**src/bvc_pkg.sv**
```systemverilog
`timescale 1ns / 1ps

package bvc_pkg;

    // duty and full-scale width, also the number of quotient bits
    localparam int DUTY_W = 16;
    localparam int DIV_STEPS = DUTY_W;

    // full_scale / 100 by reciprocal: (fs * 83887) >> 23 is exact for 16-bit fs
    localparam int PCT_W = 10;
    localparam int RECIP_W = 17;
    localparam logic [RECIP_W-1:0] RECIP_100 = 17'd83887;
    localparam int RECIP_SHIFT = 23;

    localparam int NUM_LANES = 3;
    localparam int LANE_LEFT = 0;
    localparam int LANE_RIGHT = 1;
    localparam int LANE_PEDAL = 2;

    localparam int CFG_INDEX_W = 3;
    localparam int CFG_DATA_W = 16;
    localparam logic [DUTY_W-1:0] FULL_SCALE_RESET = 16'd1000;

    typedef enum logic [1:0] {
        CMD_HOLD    = 2'd0,
        CMD_RELEASE = 2'd1,
        CMD_FULL    = 2'd2,
        CMD_PROP    = 2'd3
    } cmd_t;

    typedef enum logic [CFG_INDEX_W-1:0] {
        REG_FULL_SCALE = 3'd0,
        REG_LEFT_MIN   = 3'd1,
        REG_LEFT_MAX   = 3'd2,
        REG_RIGHT_MIN  = 3'd3,
        REG_RIGHT_MAX  = 3'd4,
        REG_PEDAL_MIN  = 3'd5,
        REG_PEDAL_MAX  = 3'd6
    } cfg_reg_t;

    // side information that travels beside the divider cells
    typedef struct packed {
        logic                 parked;
        logic [NUM_LANES-1:0] zero_span;
        logic [DUTY_W-1:0]    full_scale;
        logic [DUTY_W-1:0]    band_lo;
        logic [DUTY_W-1:0]    band_hi;
    } ctl_t;

endpackage

```
**src/bvc_side.sv**
```systemverilog
`timescale 1ns / 1ps

// fill and steering-brake valve choice for one side
module bvc_side (
    input  logic [bvc_pkg::DUTY_W-1:0] lever,
    input  logic [bvc_pkg::DUTY_W-1:0] pedal,
    input  logic [bvc_pkg::DUTY_W-1:0] full_scale,
    input  logic [bvc_pkg::DUTY_W-1:0] band_lo,
    input  logic [bvc_pkg::DUTY_W-1:0] band_hi,
    output bvc_pkg::cmd_t              fill_cmd,
    output logic [bvc_pkg::DUTY_W-1:0] fill_duty,
    output bvc_pkg::cmd_t              steer_cmd,
    output logic [bvc_pkg::DUTY_W-1:0] steer_duty
);
    import bvc_pkg::*;

    logic [DUTY_W:0] lever_x2;

    assign lever_x2 = {lever, 1'b0};

    always_comb
    begin
        priority if (lever <= band_lo)
        begin
            fill_cmd  = CMD_FULL;
            fill_duty = '0;
        end
        else if (lever_x2 < {1'b0, full_scale})
        begin
            fill_cmd  = CMD_PROP;
            fill_duty = lever_x2[DUTY_W-1:0];
        end
        else
        begin
            fill_cmd  = CMD_RELEASE;
            fill_duty = '0;
        end
    end

    // the control that brakes harder wins
    always_comb
    begin
        priority if (lever <= band_lo && pedal <= band_lo)
        begin
            steer_cmd  = CMD_RELEASE;
            steer_duty = '0;
        end
        else if (pedal < band_hi && pedal >= lever)
        begin
            steer_cmd  = CMD_PROP;
            steer_duty = pedal;
        end
        else if (lever < band_hi && pedal < lever)
        begin
            steer_cmd  = CMD_PROP;
            steer_duty = lever;
        end
        else
        begin
            steer_cmd  = CMD_FULL;
            steer_duty = '0;
        end
    end

endmodule

```
**config.mk**
```make
export PLATFORM = sky130hd
export DESIGN_NAME = bvc_side
export DESIGN_NICKNAME = d
export VERILOG_FILES = /design/src/bvc_pkg.sv /design/src/bvc_side.sv
export SDC_FILE = /design/constraint.sdc
export NUM_CORES = 1
export LEC_CHECK = 0
export BUFFER_PORTS_ARGS = -buffer_cell sky130_fd_sc_hd__buf_2
export CAP_MARGIN = 20
export CORE_MARGIN = 2
export CORE_UTILIZATION = 47
export DETAILED_ROUTE_END_ITERATION = 10
export GPL_ROUTABILITY_DRIVEN = 0
export GPL_TIMING_DRIVEN = 0
export PLACE_DENSITY = 0.84
export REMOVE_ABC_BUFFERS = 1
export SETUP_SLACK_MARGIN = 0.15
export SLEW_MARGIN = 25
export SYNTH_ARGS = -nofsm -noshare
export SYNTH_HDL_FRONTEND = slang
export SYNTH_SLANG_ARGS = --single-unit
```
**constraint.sdc**
```tcl
create_clock -name vclk -period 2.5
set_input_delay 0.375 -clock vclk [all_inputs]
set_output_delay 0.375 -clock vclk [all_outputs]
set_load 0.01 [all_outputs]
```
==> results of run 1 <==
## metal layers
metal	GRT usage, %	GRT overflow
met5	29.2	0
met4	70.8	1
met3	60.9	0
met2	88.2	0
met1	76.8	0
## kinds of logic after synthesis
family / after synthesis
buffers and inverters: 79
adders and majority gates: 93
AOI/OAI and AO/OA: 86
and+or+nand+nor: 117
other: 1
## metrics by stage
step | setup WS [ns] | TNS (ns)
4_1_cts | -0.361 | -6.56
3_5_place_dp | -1.59 | -29.74
3_3_place_gp | -2.15 | -55.70
2_1_floorplan | -1.39 | -26.52
## timing repair
action / CTS
gates resized for setup: 190
cloned: 5
pin swaps: 44
setup buffers: 31
endpoints found under the setup margin: 35
==> results.ini, run 1 <==
[status]
error = [ERROR GRT-0232] Routing congestion too high. Check the congestion heatmap in the GUI.
lastStage = global routing (5_1_grt)
status = aborted with a tool error

[yosys]
synthAdderAreaFrac_pct = 41.0
yosys.area_share.simple_pct = 24.5
avgSynthCellArea_um2 = 7.55
synthesis.area_mm2 = 0.00284
synth_warnings = 0
synth-xor-area-share_pct = 0
synth_top_family_by_area = adder cells
yosys.area.top_type = ha_1
synth_compound_area_share_pct = 23.2
seq_area_frac_synth_pct = 0
synthTopCellsByCount = ha_1 (93), inv_1 (65), a21oi_1 (26), nand4_1 (18), nor4_1 (18)
syn_inst = 376
yosysMostFrequentCell = ha_1
synth.area.mux_share_pct = 0
post_synth_num_cell_types = 42
netlist_top_cells_area = ha_1 (41%), inv_1 (8.6%), nand4b_1 (4.9%)
synth_top_area_share_pct = 41.0

[placement]
dp_hpwl_mm = 7.71
place_area_mm2 = 0.00348
place_inst = 553
portBuffers = 115

[cts]
cts_hold_buffers = 0

[floorplanning]
ios = 116
initial_utilization_pct = 48.2
chipHeight_um = 81.7
dieWidth_um = 81.7
fp-row-count = 28

[grt]
grt_usage_pct = 74.6
grt_max_degree = 18
grt_overflow = 1

[timing]
crit_endpoint = steer_duty[14]
worst-ep-kind = top-level output

==> inputs of run 2 (changes only) <==
CORE_UTILIZATION = 40   (was 47)
PLACE_DENSITY = default   (was 0.84)
PLACE_DENSITY_LB_ADDON = 0.15   (was default)
SETUP_SLACK_MARGIN = default   (was 0.15)
clock period = 3.2 ns   (was 2.5 ns; I/O delays follow)
==> results.ini, run 2 <==
[timing]
setup_violations = 0
rsz0062_at_grt = true
fin_crit_ns = 3.18
fin_ws_ns = 0.0246
period_share_pct = 99.2
relSlewSlack_pct = 55.2
tightest_slew_ns = 0.671
fmax_mhz = 315
hold_viol_final = 0
drv_slew = 0

[yosys]
avgSynthCellArea_um2 = 7.55  ; unchanged
synth_top_area_share_pct = 41.0  ; unchanged
syn_inst = 376  ; unchanged
synthesis.area_mm2 = 0.00284  ; unchanged
netlist_top_cells_area = ha_1 (41%), inv_1 (8.6%), nand4b_1 (4.9%)
post_synth_num_cell_types = 42  ; unchanged
synth_warnings = 0  ; unchanged
yosysMostFrequentCell = ha_1
seq_area_frac_synth_pct = 0  ; unchanged
synthTopCellsByCount = ha_1 (93), inv_1 (65), a21oi_1 (26), nand4_1 (18), nor4_1 (18)
yosys.area.top_type = ha_1

[setup_path]
worstSetupPathType = input pin to output pin
worst_ep_required_time_ns = 2.72
crit_fanout = 8
startpoint = pedal[5]
critPathCaptureType = output pin
start_kind = input pin
crit_end = steer_duty[10]
arrival_ns = 2.70

[cells_and_area]
drive_gt1_share_pct = 39.1
multi_input_area_mm2 = 0.00285
fillerInstances = 660
seq_cell_count = 0
finalNetCount = 674
final_cell_mix = buf_2 (97), ha_1 (80), inv_1 (56)
n_antenna_cell = 0
fin_util_pct = 59.8
final_common_cell = buf_2
regArea_um2 = 0
fin_area_mm2 = 0.00408
area_delta_synth_final_pct = 43.8
clock_buffers = 0

[route]
vias = 3465
drt_iter0_markers = 189
wl_per_cell_um = 17.8
postRouteAntennaNets = 0
drt_drc_violations_left = 0
vias_per_cell = 5.82
wirelength_mm = 10.6
dr.pass1.iters = 4

[floorplanning]
initial_utilization_pct = 41.6  ; -6.7 points
die_area_mm2 = 0.00779
core_mm2 = 0.00683
dieWidth_um = 88.2  ; +8.0%
ios = 116  ; unchanged
fp-row-count = 30  ; +7.1%
chipHeight_um = 88.2  ; +8.0%

[pwr]
power_w = 0.000728
p_leak_nw = 2.09
p_per_area_mw_per_mm2 = 178
ir_drop_mv = 0.0793

[status]
status = finished clean

[grt]
grt_pass1_vias = 3279
grt_usage_pct = 25.7
grt_overflow = 0
grt_max_degree = 25
antenna_found_initial = 0
grt_pass1_wl_mm = 15.9

[cts]
cts_hold_buffers = 0  ; unchanged

[placement]
portBuffers = 115  ; unchanged
dp_hpwl_mm = 8.06  ; +4.6%
place_area_mm2 = 0.00355  ; +2.0%
pre_cts_ws_ns = -1.03  ; +0.561 ns

[run]
max_cap_viol_count = 0

[min_path]
hold_path.class = input pin to output pin
min_path_cells = 4

## run 2: report_power, final
| group | internal (W) | switching [W] |
|---|---|---|
| clock | 0 | 0 |
| combinational | 0.000323 | 0.000405 |
| sequential | 0 | 0 |
## run 2: through the flow
step | TNS (ns) | std cells | hold WS, ns
after global placement | -43.24 | 573 | 1.36
after CTS | -0.00974 | 591 | 1.36
after global routing | -0.571 | 595 | 1.31
after detailed placement | -16.11 | 576 | 1.36
after floorplan | -9.37 | 362 | 1.08
final | 0 | 595 | 1.30
## run 2: worst min-delay path by stage
stage                          from       endpoint  slack [ns]
after floorplan            lever[9]  fill_duty[10]        1.08
after global routing      lever[14]  fill_duty[15]        1.31
after detailed placement   lever[4]   fill_duty[5]        1.36
after CTS                 lever[13]  fill_duty[14]        1.36
after global placement     lever[4]   fill_duty[5]        1.36
final                     lever[14]  fill_duty[15]        1.30
## run 2: critical path: stages
cell and delay, ns:
buf_4 0.15, ha_4 0.23, and3_1 0.13, o311a_1 0.30, o31ai_1 0.24, nand4_1 0.31
or2_4 0.43, a221oi_2 0.24, buf_2 0.17
## run 2: metal layers
layer	share of wire, %	track usage (%)	vias up	routed length [µm]
li1	-	-	1688	-
met4	2.2	3.99	0	236
met5	0	0	-	0
met1	44	35.1	1601	4690
met2	47	45.1	155	4950
met3	6.9	2.05	21	729
## run 2: area by class of cell
class / instances / share of cell area [%]
multi-input cells: 299 / 69.8
repair buffers: 135 / 21.1
well taps: 96 / 2.94
inverters: 65 / 6.16
## run 2: what timing repair did
action | CTS | global route
pin swaps | 12 | 23
buffers inserted | 13 | 3
hold endpoints to repair | 0 | 0
gates resized for setup | 21 | 77
gates cloned | 2 | 1
setup endpoints to repair | 17 | 18
## run 2: logic make-up (layout without fill, tap and decap cells)
kind of cell    after synthesis  after routing  share of synthesized area [%]
fa+ha+maj                    93             93                           41.0
compound gates               86             86                           23.2
simple gates                117            119                           24.5
buf+inv                      79            200                           11.2
other cells                   1              1                          0.132
No activity file was read; power rests on OpenSTA's default activity.
