$ cat src/bvc_pkg.sv
`timescale 1ns / 1ps

package bvc_pkg;

    // duty and full-scale width, also the number of quotient bits
    localparam int DUTY_W = 16;
    localparam int DIV_STEPS = DUTY_W;

    // full_scale / 100 by reciprocal: (fs * 83887) >> 23 is exact for 16-bit fs
    localparam int PCT_W = 10;
    localparam int RECIP_W = 17;
    localparam logic [RECIP_W-1:0] RECIP_100 = 17'd83887;
    localparam int RECIP_SHIFT = 23;

    localparam int NUM_LANES = 3;
    localparam int LANE_LEFT = 0;
    localparam int LANE_RIGHT = 1;
    localparam int LANE_PEDAL = 2;

    localparam int CFG_INDEX_W = 3;
    localparam int CFG_DATA_W = 16;
    localparam logic [DUTY_W-1:0] FULL_SCALE_RESET = 16'd1000;

    typedef enum logic [1:0] {
        CMD_HOLD    = 2'd0,
        CMD_RELEASE = 2'd1,
        CMD_FULL    = 2'd2,
        CMD_PROP    = 2'd3
    } cmd_t;

    typedef enum logic [CFG_INDEX_W-1:0] {
        REG_FULL_SCALE = 3'd0,
        REG_LEFT_MIN   = 3'd1,
        REG_LEFT_MAX   = 3'd2,
        REG_RIGHT_MIN  = 3'd3,
        REG_RIGHT_MAX  = 3'd4,
        REG_PEDAL_MIN  = 3'd5,
        REG_PEDAL_MAX  = 3'd6
    } cfg_reg_t;

    // side information that travels beside the divider cells
    typedef struct packed {
        logic                 parked;
        logic [NUM_LANES-1:0] zero_span;
        logic [DUTY_W-1:0]    full_scale;
        logic [DUTY_W-1:0]    band_lo;
        logic [DUTY_W-1:0]    band_hi;
    } ctl_t;

endpackage

$ cat src/bvc_div_cell.sv
`timescale 1ns / 1ps

// one restoring division step: shift one dividend bit in, subtract if it fits
module bvc_div_cell #(
    parameter int SAMPLE_BITS = 12
) (
    input  logic                        clk,
    input  logic                        en,
    input  logic [SAMPLE_BITS-1:0]      rem_in,
    input  logic [bvc_pkg::DUTY_W-1:0]  word_in,
    input  logic [SAMPLE_BITS-1:0]      div_in,
    output logic [SAMPLE_BITS-1:0]      rem_out,
    output logic [bvc_pkg::DUTY_W-1:0]  word_out,
    output logic [SAMPLE_BITS-1:0]      div_out
);
    import bvc_pkg::*;

    logic [SAMPLE_BITS:0]   trial;
    logic [SAMPLE_BITS:0]   diff;
    logic                   fits;
    logic [SAMPLE_BITS-1:0] rem_next;
    logic [DUTY_W-1:0]      word_next;
    logic [SAMPLE_BITS-1:0] rem_reg;
    logic [DUTY_W-1:0]      word_reg;
    logic [SAMPLE_BITS-1:0] div_reg;

    always_comb
    begin
        trial     = {rem_in, word_in[DUTY_W-1]};
        diff      = trial - {1'b0, div_in};
        fits      = trial >= {1'b0, div_in};
        rem_next  = fits ? diff[SAMPLE_BITS-1:0] : trial[SAMPLE_BITS-1:0];
        // quotient bits enter at the bottom as dividend bits leave the top
        word_next = {word_in[DUTY_W-2:0], fits};
    end

    always_ff @(posedge clk)
    begin
        if (en)
        begin
            rem_reg  <= rem_next;
            word_reg <= word_next;
            div_reg  <= div_in;
        end
    end

    assign rem_out  = rem_reg;
    assign word_out = word_reg;
    assign div_out  = div_reg;

endmodule

$ cat config.mk
export PLATFORM = sky130hd
export DESIGN_NAME = bvc_div_cell
export DESIGN_NICKNAME = d
export VERILOG_FILES = /design/src/bvc_pkg.sv /design/src/bvc_div_cell.sv
export SDC_FILE = /design/constraint.sdc
export NUM_CORES = 1
export LEC_CHECK = 0
export BUFFER_PORTS_ARGS = -buffer_cell sky130_fd_sc_hd__buf_2
export CAP_MARGIN = 30
export CORE_MARGIN = 10
export CORE_UTILIZATION = 52
export DETAILED_ROUTE_END_ITERATION = 10
export GPL_ROUTABILITY_DRIVEN = 0
export PLACE_DENSITY = 0.81
export SYNTH_ARGS = -nofsm -noshare
export SYNTH_HDL_FRONTEND = slang
export SYNTH_SLANG_ARGS = --single-unit
$ cat constraint.sdc
create_clock -name clk -period 8.1 [get_ports clk]
set_input_delay 2.025 -clock clk [delete_from_list [all_inputs] [get_ports clk]]
set_output_delay 2.025 -clock clk [all_outputs]
set_load 0.005 [all_outputs]
# == After elaboration in Yosys (flattened, before gate mapping) ==
# Index checks and enable logic that the tools add are counted.
# totals
in_bits,42
elab_cells,6
register_bits,40
# classes
mux,1
magnitude_cmp,1
addsub,1
# ops
operator,count
$ge 13x12->1,1
$mux 12,1
$sub 12x12->12,1

# == Logic depth before layout (Yosys ltp) ==
# Gate-level depths: netlist of the first run.
# depth
ltp_word,2
mapped_depth,9
ltp_nobuf,9

# == Worst setup path after synthesis of the first run ==
# No wires, ideal clock.
# synth_timing
kind,input to register
start,input port div_in[1]
end,"register rem_reg[10], in the netlist rem_out[10], data pin"
arrival_ps,4017
path_slack_ps,3822
n_path_buf,1
required_time_ps,7840
stages,9
path_cell_list,inv_1 -> ha_1 -> nor2b_4 -> o31a_1 -> o31a_1 -> o311a_4 -> nor4_4 -> buf_8 -> mux2_4
# synth_between
elab_chain_cells,2
elab_cells_between_ends,3
cone_classes,1 x add/sub; 1 x order compare; 1 x mux
# synth_rtl
item,line,rtl
start: declaration,bvc_div_cell.sv:11,"input logic [SAMPLE_BITS-1:0] div_in,"
$sub 12x12->12 / $ge 13x12->1 (equally long branches),"bvc_div_cell.sv:30, bvc_div_cell.sv:31",
$mux 12 (*),bvc_div_cell.sv:32,rem_next = fits ? diff[SAMPLE_BITS-1:0] : trial[SAMPLE_BITS-1:0];
net rem_next[10],bvc_div_cell.sv:21,logic [SAMPLE_BITS-1:0] rem_next;
end signal: assignment,bvc_div_cell.sv:41,rem_reg <= rem_next;
end: declaration,bvc_div_cell.sv:23,logic [SAMPLE_BITS-1:0] rem_reg;
# The timed path passes the listed nets; every way through them passes the cells marked *.
# A chain may end at the register's enable or synchronous reset.

# == Worst setup path in the final report of the first run ==
# layout_timing
start,input port rem_in[5]
end,"register rem_reg[11], in the netlist rem_out[11], data pin"
# layout_between
elab_chain_cells,2
elab_cells_between_ends,3
cone_classes,1 x add/sub; 1 x order compare; 1 x mux
# layout_rtl
item,line,rtl
start: declaration,bvc_div_cell.sv:9,"input logic [SAMPLE_BITS-1:0] rem_in,"
$sub 12x12->12 / $ge 13x12->1 (equally long branches),"bvc_div_cell.sv:30, bvc_div_cell.sv:31",
$mux 12 (*),bvc_div_cell.sv:32,
net rem_next[11],bvc_div_cell.sv:21,
# Marks and branches as above.

==> key figures, run 1 <==
CTS
  – CTS Sinks: 40
  – CTS Root Cell: clkbuf_8
  – Max Root-Sink Buffers: 2
  – CTS clk-pin slew, worst paths: 0.08 ns
  – Clock tree from TritonCTS: built
  – Cts hold-fix bufs: 0
  – TritonCTS Buffers: 5
  – # Post-CTS Setup Buffers: 0
  – H-tree levels: 2
  – Post_cts resized: 0

Worst setup path
  – Crit path max fanout: 11
  – Setup crit start: rem_in[5]
  – Worst path required time: 8.14 ns
  – Critical path's largest stage delay: 0.42 ns
  – Crit-path cells: buf_2, ha_1, a21oi_1, o211ai_1, o311a_4, nor4_4, buf_6, mux2_2
  – Startpoint class of the critical path: input pin
  – Slowest cell on the critical path: o311a_4
  – Crit. End Element: register
  – CP arrival: 4.35 ns
  – Kind of critical path: input pin to register

Pwr
  – Sw frac: 0.2280
  – Switching power total: 128.4 uW
  – Leakage: 0.001182 uW
  – Flop pwr share: 0.459
  – Cell-internal power: 434.6 uW
  – Total power: 563.0 uW
  – Clock power frac: 0.336
  – Comb pwr share: 0.205
  – Maximum vdd drop: 0.1373 mV
  – Power per cell area: 212.9 nW/um2

Global route
  – GRT overflow: 0
  – Met3 usage: 0.05078
  – First-pass GRT wire length: 7.997 mm
  – Met1 Use GR: 0.1700
  – Vias in the first global route: 1584
  – GR peak layer: met2
  – Initial antenna violation count: 0
  – Met2 Use GR: 0.2193
  – Largest net degree at the start of global routing: 41
  – GRT Overall Usage: 0.1402

Synthesis
  – Syn nets: 203
  – YS warnings: 0
  – Post-Syn Instances: 148
  – Syn avg cell area: 13.90 um2
  – Ranking of synthesized cells by area: edfxtp_1 58%, ha_1 7.3%, mux2_4 5.1%
  – Netlist cell types: 36
  – Yosys reg bits: 40
  – Synth top area share: 0.5839
  – Seq/Total Area, Yosys: 0.5839
  – Largest area contributor in the synthesized netlist: edfxtp_1
  – Synthesized area: 2057 um2

Die
  – Core Area: 3744 um2
  – Die Ht: 82.90 um
  – # rows: 22
  – Die Width: 82.90 um
  – Initial Utilization: 0.5495
  – Top-Level Pins: 82
  – Die area: 6872 um2

STA
  – Fin crit share: 0.5317
  – Slew Limit Fails: 0
  – Hold Violations, Final: 0
  – Highest Clock Rate: 0.2322 GHz
  – Finish-stage setup viols: 0
  – Setup TNS: 0 ns
  – Crit path time final: 4.307 ns
  – RSZ-0062 raised after global routing: false
  – Tightest Pin Transition: 0.8825 ns
  – Max-slew headroom: 0.4116

Placement
  – DP Cell Count: 276
  – Cell area after placement: 2515 um2
  – DP HPWL: 3.920 mm
  – Port Buffers: 81

Drt
  – First-pass DRT Iterations: 4
  – Via density per instance: 5.392
  – # DRC: 0
  – Detail Route Antenna Nets: 0
  – Total wire length: 4.964 mm
  – DR WL/cell: 17.54 um
  – DR vias: 1526
  – DR iter-0 viols: 86

Final layout
  – Final Instance Area: 2644 um2
  – Filler cell count in the final layout: 272
  – # diodes: 0
  – Core Util, Final: 0.7062
  – Finished Layout Cells: 283
  – Share of layout cells above drive strength 1: 0.4426
  – NumNets Final: 290
  – Area growth syn-to-layout: 28.53%

Min path
  – Tightest Hold Check Type: input pin to register
  – Hold Startpoint: word_in[13]

Job
  – Max-capacitance violation count: 0

Run status
  – Status: finished clean
==> power groups by stage <==
stage / Clock [uW] / Sequential, uW / Combinational (uW)
floorplan: 0 / 267 / 63.8
global placement: 0 / 262 / 111
finish: 189 / 259 / 116
CTS: 193 / 259 / 117
detailed placement: 0 / 263 / 116
global route: 202 / 261 / 128
==> layout make-up <==
| type | count | area [um2] | area share |
|---|---|---|---|
| Sequential cell | 40 | 1201 | 0.4543 |
| Multi-Input combinational cell | 91 | 780.7 | 0.2953 |
| Timing Repair Buffer | 82 | 416.7 | 0.1576 |
| Clock buffer | 5 | 68.82 | 0.02603 |
| Clock inverter | 2 | 60.06 | 0.02272 |
| Tap cell | 48 | 60.06 | 0.02272 |
| Inverter | 15 | 56.30 | 0.02130 |
==> cells in the mapped netlist <==
library cell / number
o21bai_1: 1
a31o_2: 1
mux2i_1: 3
o21ai_0: 3
fa_1: 1
mux2_2: 3
o2111a_1: 1
o311a_4: 1
nand2_1: 4
edfxtp_1: 40
a21boi_0: 1
ha_1: 12
and2b_1: 1
clkbuf_1: 1
o31a_1: 2
o221a_2: 1
nor4_4: 1
nor2b_4: 1
nor2b_1: 4
a221oi_1: 1
xor2_1: 3
and3_1: 1
mux2_4: 7
buf_8: 1
nand3_1: 9
o211ai_1: 1
a21oi_1: 5
nor4_1: 1
xnor2_1: 5
o31ai_1: 1
o41a_1: 1
inv_1: 15
nor2_1: 9
nor3_1: 3
o21a_1: 2
a22oi_1: 1
==> critical path: cells and delay by family <==
family / cells / cell delay [ns]
AND/OR/NAND/NOR: 1 / 0.29
adder cells (fa/ha/maj): 1 / 0.37
buffers and inverters: 2 / 0.35
AO/OA/AOI/OAI: 3 / 0.97
multiplexers: 1 / 0.35
==> final timing paths <==
path      endpoint  depth (start not counted)
min   word_out[14]                          1
max    rem_out[11]                          8
==> layer usage <==
layer	wire length, um	vias to the layer above
met3	394	9
li1	-	726
met5	0	-
met4	111	0
met2	2304	75
met1	2153	716
==> placed cells by master (no fill, tap or decap), types with 5 or more instances in the layout <==
| cell | netlist | routed |
|---|---|---|
| a21oi_1 | 5 | 5 |
| buf_2 | 0 | 81 |
| clkbuf_8 | 0 | 5 |
| edfxtp_1 | 40 | 40 |
| ha_1 | 12 | 12 |
| inv_1 | 15 | 15 |
| mux2_4 | 7 | 7 |
| nand3_1 | 9 | 9 |
| nor2_1 | 9 | 9 |
| xnor2_1 | 5 | 5 |
==> state kept, by name (all words and copies together), names as in the netlist <==
signal / flops
word_out: 16
div_out: 12
rem_out: 12
==> per-stage QoR <==
stage                     setup WS [ns]  hold slack [ns]
after floorplan                   3.822            2.124
after global placement            3.171            2.201
after detailed placement          3.481            2.204
after CTS                         3.792            1.894
after global routing              3.644            1.890
final                             3.793            1.905
==> cells by family after synthesis <==
family | after synthesis | synth area share
xor+xnor | 8 | 0.03406
buf+inv | 17 | 0.03649
simple gates | 34 | 0.09184
fa+ha+maj | 13 | 0.08272
flops | 40 | 0.5839
mux | 13 | 0.08212
compound gates | 23 | 0.08881
Note: power is estimated with default switching activity, not from simulation.
==> run 2, diff against run 1 <==
--- a/config.mk
+++ b/config.mk
@@ -8,10 +8,10 @@
 export BUFFER_PORTS_ARGS = -buffer_cell sky130_fd_sc_hd__buf_2
 export CAP_MARGIN = 30
 export CORE_MARGIN = 10
-export CORE_UTILIZATION = 52
+export CORE_UTILIZATION = 48
 export DETAILED_ROUTE_END_ITERATION = 10
 export GPL_ROUTABILITY_DRIVEN = 0
-export PLACE_DENSITY = 0.81
+export PLACE_DENSITY = 0.75
 export SYNTH_ARGS = -nofsm -noshare
 export SYNTH_HDL_FRONTEND = slang
 export SYNTH_SLANG_ARGS = --single-unit
==> constraint.sdc (replaced) <==
create_clock -name clk -period 4.1 [get_ports clk]
set_input_delay 1.025 -clock clk [delete_from_list [all_inputs] [get_ports clk]]
set_output_delay 1.025 -clock clk [all_outputs]
set_load 0.005 [all_outputs]
==> run 2 against run 1 <==
Global-route usage down 1.8 points. Sequential share of layout area down 0.11 points. Combinational power up 95%. Routed wire length down 4.9%. Worst setup slack worse by 2.9 ns. Total power up 97%. Count of clock-buffer cells in the layout unchanged. Non-clock buffer count up 1. Clock power up 96%. Final cell count up 1.1%. First-iteration DRC count down 29%. Utilization down 5.8 points. Largest cell class unchanged. Largest power group unchanged. Highest routed layer unchanged.
==> key figures, run 2 (synthesis results as in run 1) <==
CTS
  – H-tree levels: 2 (unchanged)
  – Cts hold-fix bufs: 0 (unchanged)
  – Post_cts resized: 0 (unchanged)
  – TritonCTS Buffers: 5 (unchanged)
  – # Post-CTS Setup Buffers: 0 (unchanged)
  – CTS Root Cell: clkbuf_8
  – CTS Sinks: 40 (unchanged)
  – Max Root-Sink Buffers: 2 (unchanged)
  – Clock tree from TritonCTS: built
  – CTS clk-pin slew, worst paths: 0.08 ns (about the same)

Die
  – Die area: 7303 um2 (+6.3%)
  – Die Ht: 85.46 um (+3.1%)
  – Die Width: 85.46 um (+3.1%)
  – Top-Level Pins: 82 (unchanged)
  – # rows: 23 (+4.5%)
  – Initial Utilization: 0.5034 (-0.04610)
  – Core Area: 4086 um2 (+9.2%)

Placement
  – DP Cell Count: 279 (+1.1%)
  – DP HPWL: 3.695 mm (-5.7%)
  – Port Buffers: 81 (unchanged)

Final layout
  – Filler cell count in the final layout: 322 (+18%)
  – Commonest non-fill, non-tap cells in the layout: 81 x buf_2, 40 x edfxtp_1, 15 x inv_1, 12 x ha_1
  – Commonest non-fill, non-tap cell in the layout: buf_2
  – Area growth syn-to-layout: 28.83%
  – # diodes: 0 (unchanged)
  – Finished Layout Cells: 286 (+1.1%)
  – NumNets Final: 291 (+0.34%)
  – Number of flip-flops in the largest register: 16 (unchanged)
  – Share of layout cells above drive strength 1: 0.4449 (+0.002362)

Drt
  – Detail Route Antenna Nets: 0 (unchanged)
  – Total wire length: 4.720 mm (-4.9%)
  – First-pass DRT Iterations: 4 (unchanged)
  – DR vias: 1482 (-2.9%)
  – DR WL/cell: 16.50 um (-5.9%)
  – DR iter-0 viols: 61 (-29%)
  – Via density per instance: 5.182 (-3.9%)
  – # DRC: 0 (unchanged)

Worst setup path
  – Worst path required time: 4.14 ns (-4.00 ns)
  – CP arrival: 3.24 ns (-1.11 ns)
  – Slowest cell on the critical path: o311a_4
  – Top delay family on crit path: compound AO/OA/AOI/OAI gates
  – Crit-path cells: buf_2, ha_1, a21oi_1, o211ai_1, o311a_4, nor4_4, buf_4, mux2_2
  – Kind of critical path: input pin to register
  – Crit path max fanout: 10 (-1)
  – Buf/Inv on CP: 2 (unchanged)
  – Startpoint class of the critical path: input pin
  – Critical path's largest stage delay: 0.42 ns (about the same)
  – Crit. End Element: register

STA
  – Max-slew headroom: 0.4177 (+0.006026)
  – Hold Violations, Final: 0 (unchanged)
  – RSZ-0062 raised after global routing: false
  – Finish-stage setup viols: 0 (unchanged)
  – Setup TNS: 0 ns (unchanged)
  – Slew Limit Fails: 0 (unchanged)
  – Crit path time final: 3.196 ns
  – Fin crit share: 0.7796
  – Highest Clock Rate: 0.3129 GHz
  – Tightest Pin Transition: 0.8735 ns (-0.009039 ns)

Global route
  – First-pass GRT wire length: 7.203 mm (-9.9%)
  – Initial antenna violation count: 0 (unchanged)
  – Largest net degree at the start of global routing: 41 (unchanged)
  – GRT overflow: 0 (unchanged)
  – Vias in the first global route: 1475 (-6.9%)
  – GRT Overall Usage: 0.1227 (-0.01759)

Min path
  – Tightest Hold Check Type: input pin to register
  – Sink of the worst hold path: word_out[7]
  – Hold Startpoint: word_in[6]
  – Hold depth: 1 (unchanged)

Job
  – Max-capacitance violation count: 0 (unchanged)

Run status
  – Status: finished clean

Pwr
  – Leakage: 0.001186 uW (+0.34%)
  – Power per cell area: 418.0 nW/um2 (+96%)
  – Maximum vdd drop: 0.2378 mV (+73%)
run 2: layer usage:
layer	vias up	routed length [um]	share of wire	GRT usage
met3	5	406	0.086	0.05545
met4	0	31	0.0066	0.03593
met2	63	2151	0.46	0.1894
met1	685	2129	0.45	0.1502
met5	-	0	0	0
li1	729	-	-	-
run 2: final cells by class:
type	instances	area (um2)	share of cell area
clock buffers	5	68.82	0.02597
flip-flops and latches	40	1201	0.4533
inverters	15	56.30	0.02125
multi-input cells	91	780.7	0.2946
well taps	50	62.56	0.02361
clock inverters	2	60.06	0.02266
repair buffers	83	420.4	0.1586
run 2: how the worst max path moves through the flow:
stage / start / to / slack, ns / depth (start not counted)
3_3_place_gp: div_in[1] / rem_out[2] / 0.67 / 10
5_1_grt: rem_in[5] / rem_out[3] / 0.79 / 8
6_report: rem_in[5] / rem_out[2] / 0.90 / 8
4_1_cts: div_in[1] / rem_out[2] / 0.91 / 10
2_1_floorplan: div_in[1] / rem_out[10] / 0.82 / 9
3_5_place_dp: div_in[1] / rem_out[2] / 0.60 / 10
run 2: power by group:
part | total, uW | switching (uW) | internal, uW
clock | 371 | 132 | 239
sequential | 510 | 8.84 | 501
combinational | 226 | 108 | 118
run 2: through the flow:
step                cell area [um2]  hold slack [ns]  utilization  power [uW]  worst slack [ns]
finish                         2650           0.9126       0.6485        1108            0.9036
global route                   2650           0.8897       0.6485        1162            0.7944
CTS                            2650           0.9024       0.6485        1119            0.9139
detailed placement             2521            1.204       0.6170       746.7            0.6009
global placement               2521            1.201       0.6170       741.8            0.6656
floorplan                      2057            1.124            -       653.5            0.8222
